==> src/rtl/core/kmhs_pkg.sv <==
// ----------------------------------------------------------------------------
// kmhs_pkg: shared types and constants for the k-mer Hamming search block
// Word formats, action and status codes, controller and datapath signal
// groups, and the residue mismatch count used by the database scan.
// ----------------------------------------------------------------------------
package kmhs_pkg;

    localparam int DB_DEPTH   = 4096;
    localparam int WINDOW_LEN = 9;
    localparam int RES_W      = 5;
    localparam int HIST_LEN   = WINDOW_LEN - 1;
    localparam int WORD_W     = RES_W * WINDOW_LEN;
    localparam int HIST_W     = RES_W * HIST_LEN;
    localparam int ADDR_W     = (DB_DEPTH > 1) ? $clog2(DB_DEPTH) : 1;
    localparam int CNT_W      = $clog2(DB_DEPTH + 1);
    localparam int FILL_W     = $clog2(WINDOW_LEN);
    localparam int HIDX_W     = (HIST_LEN > 1) ? $clog2(HIST_LEN) : 1;
    localparam int MIN_W      = $clog2(WINDOW_LEN + 1);
    localparam int SUM_W      = 16;
    localparam int ACT_W      = 2;
    localparam int STAT_W     = 2;

    localparam logic [ACT_W-1:0] ACT_LOAD  = 2'd0;
    localparam logic [ACT_W-1:0] ACT_QUERY = 2'd1;
    localparam logic [ACT_W-1:0] ACT_CLEAR = 2'd2;

    localparam logic [STAT_W-1:0] STAT_OK    = 2'd0;
    localparam logic [STAT_W-1:0] STAT_FULL  = 2'd1;
    localparam logic [STAT_W-1:0] STAT_EMPTY = 2'd2;

    typedef struct packed {
        logic [ACT_W-1:0]  action;
        logic [WORD_W-1:0] word_residues;
        logic [RES_W-1:0]  residue;
        logic              last_residue;
    } in_word_t;

    typedef struct packed {
        logic [STAT_W-1:0] status;
        logic              window_valid;
        logic [MIN_W-1:0]  window_min;
        logic [SUM_W-1:0]  running_total;
        logic              sequence_done;
    } out_word_t;

    typedef struct packed {
        logic accept;
        logic scan_step;
        logic scan_finish;
    } ctl_cmd_t;

    typedef struct packed {
        logic scan_needed;
        logic scan_last;
    } dp_sts_t;

    function automatic logic [MIN_W-1:0] mismatches(input logic [WORD_W-1:0] a,
                                                    input logic [WORD_W-1:0] b);
        logic [MIN_W-1:0] cnt;
        cnt = '0;
        for (int k = 0; k < WINDOW_LEN; k++) begin
            if (a[k*RES_W +: RES_W] != b[k*RES_W +: RES_W]) begin
                cnt = cnt + MIN_W'(1);
            end
        end
        return cnt;
    endfunction

endpackage

==> src/rtl/core/kmhs_ctrl.sv <==
// ----------------------------------------------------------------------------
// kmhs_ctrl: sequencing controller
// Accepts words, and for a scored window steps the datapath through the
// database scan and the final compare.
// ----------------------------------------------------------------------------
module kmhs_ctrl (
    input  logic               clk,
    input  logic               rst_n,
    input  logic               start,
    input  kmhs_pkg::dp_sts_t  sts,
    output kmhs_pkg::ctl_cmd_t cmd,
    output logic               busy
);
    import kmhs_pkg::*;

    typedef enum logic [2:0] {
        S_IDLE  = 3'b001,
        S_SCAN  = 3'b010,
        S_DRAIN = 3'b100
    } state_t;

    state_t state_reg;
    state_t state_next;

    always_ff @(posedge clk or negedge rst_n)
    begin
        if (!rst_n)
        begin
            state_reg <= S_IDLE;
        end
        else
        begin
            state_reg <= state_next;
        end
    end

    always_comb
    begin
        state_next      = state_reg;
        cmd             = '0;
        busy            = 1'b1;
        case (state_reg)
            S_IDLE:
            begin
                busy = 1'b0;
                if (start)
                begin
                    cmd.accept = 1'b1;
                    if (sts.scan_needed)
                    begin
                        state_next = S_SCAN;
                    end
                end
            end
            S_SCAN:
            begin
                cmd.scan_step = 1'b1;
                if (sts.scan_last)
                begin
                    state_next = S_DRAIN;
                end
            end
            S_DRAIN:
            begin
                cmd.scan_finish = 1'b1;
                state_next      = S_IDLE;
            end
            default:
            begin
                state_next = S_IDLE;
            end
        endcase
    end

endmodule

==> config.mk <==
export PLATFORM = sky130hd
export DESIGN_NAME = kmhs_ctrl
export DESIGN_NICKNAME = d
export VERILOG_FILES = /design/src/rtl/core/kmhs_pkg.sv /design/src/rtl/core/kmhs_ctrl.sv
export SDC_FILE = /design/constraint.sdc
export NUM_CORES = 1
export LEC_CHECK = 0
export ABC_CLOCK_PERIOD_IN_PS = 2500
export BUFFER_PORTS_ARGS = -buffer_cell sky130_fd_sc_hd__buf_2
export CAP_MARGIN = 20
export CORE_AREA = 2 2 39 41
export CTS_BUF_LIST = sky130_fd_sc_hd__clkbuf_8
export CTS_CLUSTER_DIAMETER = 80
export DETAILED_ROUTE_END_ITERATION = 6
export DIE_AREA = 0 0 41 43
export MAX_ROUTING_LAYER = met4
export RECOVER_POWER = 100
export REMOVE_ABC_BUFFERS = 1
export SETUP_SLACK_MARGIN = 0.1
export SLEW_MARGIN = 20
export SYNTH_ARGS = -nofsm -noshare
export SYNTH_HDL_FRONTEND = slang
export SYNTH_SLANG_ARGS = --single-unit
==> constraint.sdc <==
create_clock -name clk -period 2.5 [get_ports clk]
set_input_delay 0.375 -clock clk [delete_from_list [all_inputs] [get_ports clk]]
set_output_delay 0.375 -clock clk [all_outputs]
set_load 0.02 [all_outputs]
==> impl_metrics.tcl, run 1 <==
set metrics [dict create \
    critPathMaxStageDelay_ns 0.55 \
    grt_usage_pct 4.95 \
    clock_latency_ns 0.21 \
    synth_area_leaders "dfrtp_1 34%, dfstp_2 18%, or3b_1 12%" \
    design_area_um2 256 \
    io-pin-count 9 \
    fp.coreArea_um2 1380 \
    cts_sinks 3 \
    diodes 0 \
    path_buf_inv 1 \
    vias 142 \
    drt_wl_total_um 325 \
    cts_inserted_buffers 3 \
    gp_congestion 0.599 \
    drv_slew 0 \
    drcViolationCount 0 \
    crit_required_ns 2.12 \
    syn_area_per_cell_um2 10.5 \
    clock_skew_ns 0.0000741 \
    ys_ff_latch 3 \
    viasPerCell 3.30 \
    ff2ff_path_depth 2 \
    nets 33 \
    powerDensity_nw_per_um2 841 \
    setup_viol 0 \
    combPwrFrac_pct 11.5 \
    antenna_found_initial 0 \
    hold_depth 2 \
    die-width_um 41 \
    syn_area_um2 148 \
    path_class "reg -> out" \
    synth_warnings 0 \
    area_growth_syn_to_layout_pct 73.7 \
    clockRootBuffer "clkbuf_8" \
    worstPathMaxFanout 5 \
    vdd_drop_max_v 0.000181 \
    crit_path_end_kind "primary output" \
    dp_cells 38 \
    grt_pass1_wl_um 476 \
    path_clk_slew_ns 0.03 \
    period_share_pct 73.5 \
    die_height_um 43 \
    ctsResizeCount 0 \
    ys_seq_area_share_pct 51.7 \
    drv_cap 0 \
    fmax_mhz 544 \
    cts_tree "built" \
    io_buffers 8 \
    largest_reg_flops 3 \
    fin_cells 43 \
    yosys.area.top_type "dfrtp_1" \
    row_count 14 \
    htreeDepth 1 \
    yosys.area.top_type_share_pct 33.9 \
    grt_overflow 0 \
    p_clk_share_pct 62.3 \
    clk_path_buf_depth 2 \
    grt_pass1_vias 132 \
    fp.dieArea_um2 1760 \
    max_slew_margin_pct 82.8 \
    power.total_uw 216 \
    drive_gt1_share_pct 22.2 \
    layout_commonest_cell "clkbuf_1" \
    mostFrequentLayoutCells "5 x clkbuf_1, 3 x clkbuf_8, 3 x buf_2" \
    rsz0062_at_grt "false" \
    dp_hpwl_um 246 \
    power.internal_uw 168 \
    wl_per_cell_um 7.56 \
    crit_cells 3 \
    worst_pin_slew_ns 0.260 \
    hp-class "in -> reg" \
    p_leak_uw 0.000116 \
    cp_cell_sequence "or3b_1 -> nor2_1 -> clkbuf_1" \
    crit_arrival_ns 1.46 \
    power.net_switching_uw 47.5 \
    crit_path_top_delay_cell "dfstp_1" \
    dr.pass1.iters 1 \
    outcome "completed" \
    switching_share_pct 22.0 \
    hold_viol_final 0 \
    grt_max_degree 7 \
    netlist_instances 14 \
    post-route-min-period_ns 1.84 \
    setup_tns_ns 0 \
    place_area_um2 208 \
    cp-start-kind "register" \
    synth_cell_types 10 \
    seq_power_share_pct 26.2 \
    antenna_left 0 \
    first_iter_violations 0 \
    start_util_pct 10.7 \
    crit_family "flip-flops" \
]
routing by layer:
metal / GRT usage, % / up-vias / wire length, µm
li1: - / 75 / -
met1: 3.24 / 62 / 121
met2: 6.25 / 5 / 165
met3: 3.14 / 0 / 37
met4: 8.00 / 0 / 0
met5: - / - / 0
cell type report:
cell class	instances	area (µm²)
fillers	162	1130
flip-flops and latches	3	76.3
multi-input cells	10	67.6
repair buffers	9	43.8
clock buffers	3	41.3
well taps	16	20.0
clock inverters	1	3.75
inverters	1	3.75
synth_stat cells (all sizes together):
cell	count
dfrtp	2
dfstp	1
a21oi	1
a21o	1
nand4b	1
nor2	2
inv	1
or3b	2
nand2b	1
nor3b	2
kinds of logic after synthesis:
logic type,share of synthesized area (%)
buffers and inverters,2.54
AOI/OAI and AO/OA,8.47
DFF,51.7
and+or+nand+nor,37.3
path summary, 6_finish.rpt:
check / to / start / slack [ns]
setup / recovery: cmd[2] / state_reg[0] / 0.66
hold / removal: state_reg[2] / sts[0] / 0.44
setup reg to reg: state_reg[1] / state_reg[0] / 1.53
hold reg to reg: state_reg[1] / state_reg[2] / 0.51
max in group asynchronous: state_reg[0] / rst_n / 1.77
min in group asynchronous: state_reg[2] / rst_n / 0.51
power by group through the flow:
stage | Clock (µW) | Combinational (µW) | Sequential [µW]
after global placement | 0 | 25.5 | 57.4
after floorplan | 0 | 16.1 | 56.6
after detailed placement | 0 | 25.7 | 57.6
final | 134 | 24.9 | 56.4
after CTS | 137 | 26.9 | 57.0
after global routing | 140 | 27.8 | 57.1
through the flow:
step | worst slack, ns | utilization [%] | hold slack (ns)
after global routing | 0.586 | 18.5 | 0.442
after CTS | 0.755 | 19.0 | 0.439
after detailed placement | 0.982 | 15.0 | 0.173
after global placement | 0.989 | 15.0 | 0.172
after floorplan | 0.808 | - | 0.0794
final | 0.663 | 18.5 | 0.436
repair_timing:
item	in CTS	in global routing
hold buffers	1	0
setup buffers	0	0
endpoints found under the hold margin	2	0
No activity file was read; power rests on OpenSTA's default activity.
==> run 2: changes to the inputs <==
--- a/config.mk
+++ b/config.mk
@@ -5,7 +5,8 @@
 export SDC_FILE = /design/constraint.sdc
 export NUM_CORES = 1
 export LEC_CHECK = 0
-export ABC_CLOCK_PERIOD_IN_PS = 2500
+export ABC_AREA = 1
+export ABC_CLOCK_PERIOD_IN_PS = 1600
 export BUFFER_PORTS_ARGS = -buffer_cell sky130_fd_sc_hd__buf_2
 export CAP_MARGIN = 20
 export CORE_AREA = 2 2 39 41
==> constraint.sdc (replaced) <==
create_clock -name clk -period 1.6 [get_ports clk]
set_input_delay 0.24 -clock clk [delete_from_list [all_inputs] [get_ports clk]]
set_output_delay 0.24 -clock clk [all_outputs]
set_load 0.02 [all_outputs]
==> impl_metrics.tcl, run 2 <==
set metrics [dict create \
    grt_pass1_vias 192 \
    cts_tree "built" \
    fp.dieArea_um2 1760 \
    clk_path_buf_depth 2 \
    die-width_um 41 \
    cp-startpoint "state_reg[0]" \
    outcome "completed" \
    ff2ff_path_depth 3 \
    row_count 14 \
    syn_area_per_cell_um2 8.36 \
    antenna_left 0 \
    vdd_drop_max_v 0.000607 \
    start_util_pct 13.3 \
    setup_viol 0 \
    synth_cell_types 13 \
    crit_required_ns 1.36 \
    fp.coreArea_um2 1380 \
    gp_congestion 0.781 \
    worstPathMaxFanout 4 \
    nets 41 \
    fin_cells 51 \
    grt_max_degree 5 \
    hold_viol_final 0 \
    mostFrequentLayoutCells "6 x inv_1, 5 x buf_2, 3 x nand2_1, 3 x clkbuf_8, 3 x clkbuf_1" \
    antenna_found_initial 0 \
    crit_path_top_delay_cell "dfstp_1" \
    cp-start-kind "register" \
    syn_area_um2 184 \
    hp-start "sts[1]" \
    grt_usage_pct 8.15 \
    grt_pass1_wl_um 779 \
    post-route-min-period_ns 1.43 \
    ctsResizeCount 0 \
    drt_wl_total_um 431 \
    crit_arrival_ns 1.19 \
    htreeDepth 1 \
    drcViolationCount 0 \
    synth_common_cells "4 x inv_1, 3 x inv_2, 3 x nand2_1" \
    p_leak_uw 0.000165 \
    netlist_instances 22 \
    yosys.area.top_type_share_pct 27.2 \
    diodes 0 \
    max_slew_margin_pct 82.9 \
    synth_edf_count 0 \
    path_clk_slew_ns 0.03 \
    synth_area_leaders "dfrtp_1 27%, dfstp_2 14%, nand3_4 9.5%" \
    critPathMostFrequentCell "inv_1" \
    io-pin-count 9 \
    path_class "reg -> out" \
    dp_hpwl_um 316 \
    cts_inserted_buffers 3 \
    layout_commonest_cell "inv_1" \
    drive_gt1_share_pct 37.1 \
    drv_cap 0 \
    period_share_pct 89.4 \
    area_growth_syn_to_layout_pct 58.5 \
    powerDensity_nw_per_um2 1760 \
    rsz0062_at_grt "false" \
    largest_reg_flops 3 \
    gr-usage-met1_pct 9.09 \
    vias 182 \
    dp_cells 46 \
    grt_overflow 0 \
    ys_async_sr_fraction_pct 100 \
    critPathMaxStageDelay_ns 0.60 \
    cp_cell_sequence "inv_1 -> nand2_2 -> inv_1 -> buf_2" \
    power.total_uw 512 \
    wl_per_cell_um 8.45 \
    synth-main-ff-cell "dfrtp_1" \
    yosysMostFrequentCell "inv_1" \
    hp-class "in -> reg" \
    clockRootBuffer "clkbuf_8" \
    worst_pin_slew_ns 0.257 \
    hold_depth 4 \
    grtUsageMet2_pct 7.50 \
    drv_slew 0 \
    grtUsageMet3_pct 3.14 \
    viasPerCell 3.57 \
    clock_skew_ns 0.00403 \
    fmax_mhz 699 \
    setup_tns_ns 0 \
    die_height_um 43 \
    ys_seq_area_share_pct 41.5 \
    dr.pass1.iters 1 \
    yosys.area.top_type "dfrtp_1" \
    busiest_layer "met4" \
    finish.utilization_pct 21.1 \
    crit_path_end_kind "primary output" \
    synth_warnings 0 \
    io_buffers 8 \
    reg2reg_setup_slack_ns 0.58 \
    first_iter_violations 0 \
    cts_sinks 3 \
    clock_latency_ns 0.22 \
    ys_ff_latch 3 \
    r2r-start "state_reg[0]" \
]
## run 2: changes by cell type after synthesis, sizes merged, moves of 2 or more
cell / delta
inv: +6
nor3b: -2
nand2: +4
nand4: +2
or3b: -2
nand3: +2
## run 2: kinds of logic (layout without fill, tap and decap cells)
kind of cell | count (synthesis) | count (layout) | synth area share (%)
compound gates | 1 | 1 | 4.76
buf+inv | 7 | 20 | 14.3
simple gates | 11 | 11 | 39.5
flops | 3 | 3 | 41.5
## run 2: cell type report
class / instances / area (µm²)
sequential: 3 / 76.3
clock inverter: 1 / 3.75
fill: 159 / 1090
inverter: 7 / 26.3
tap: 16 / 20.0
clock buffer: 3 / 41.3
timing repair buffer: 9 / 46.3
multi-input combinational: 12 / 77.6
## run 2: final timing paths
check,end
worst min-delay path,state_reg[0]
worst max-delay path,cmd[1]
worst min register to register,state_reg[2]
worst max register to register,state_reg[1]
min in group asynchronous,state_reg[1]
max in group asynchronous,state_reg[0]
## run 2: layer usage
layer  wire [µm]  share of wire (%)
met1         173                 40
met2         165                 38
met3          40                9.3
met4          51                 12
met5           0                  0
## run 2: stage by stage
step                hold slack, ns  setup slack (ns)  instance area, µm²
detailed placement          0.0377             0.449                 244
CTS                          0.292             0.207                 299
global placement            0.0378             0.462                 244
floorplan                  -0.0556             0.359                 184
finish                       0.279             0.169                 292
global route                 0.323             0.100                 292
## run 2: repair_timing
action | CTS | global route
hold buffers | 1 | 0
hold endpoints to repair | 3 | 0
setup buffers | 0 | 0
## run 2: worst max-delay path, delay by kind of cell (launching register included)
family | cells | cell delay [ns]
simple gates | 1 | 0.09
buf+inv | 3 | 0.29
flops | 1 | 0.60
## run 2: power breakdown
part	total (µW)	switching (µW)	internal (µW)
registers	128	26.0	102
clock network	218	54.2	164
logic	166	107	59.3
total	512	187	325
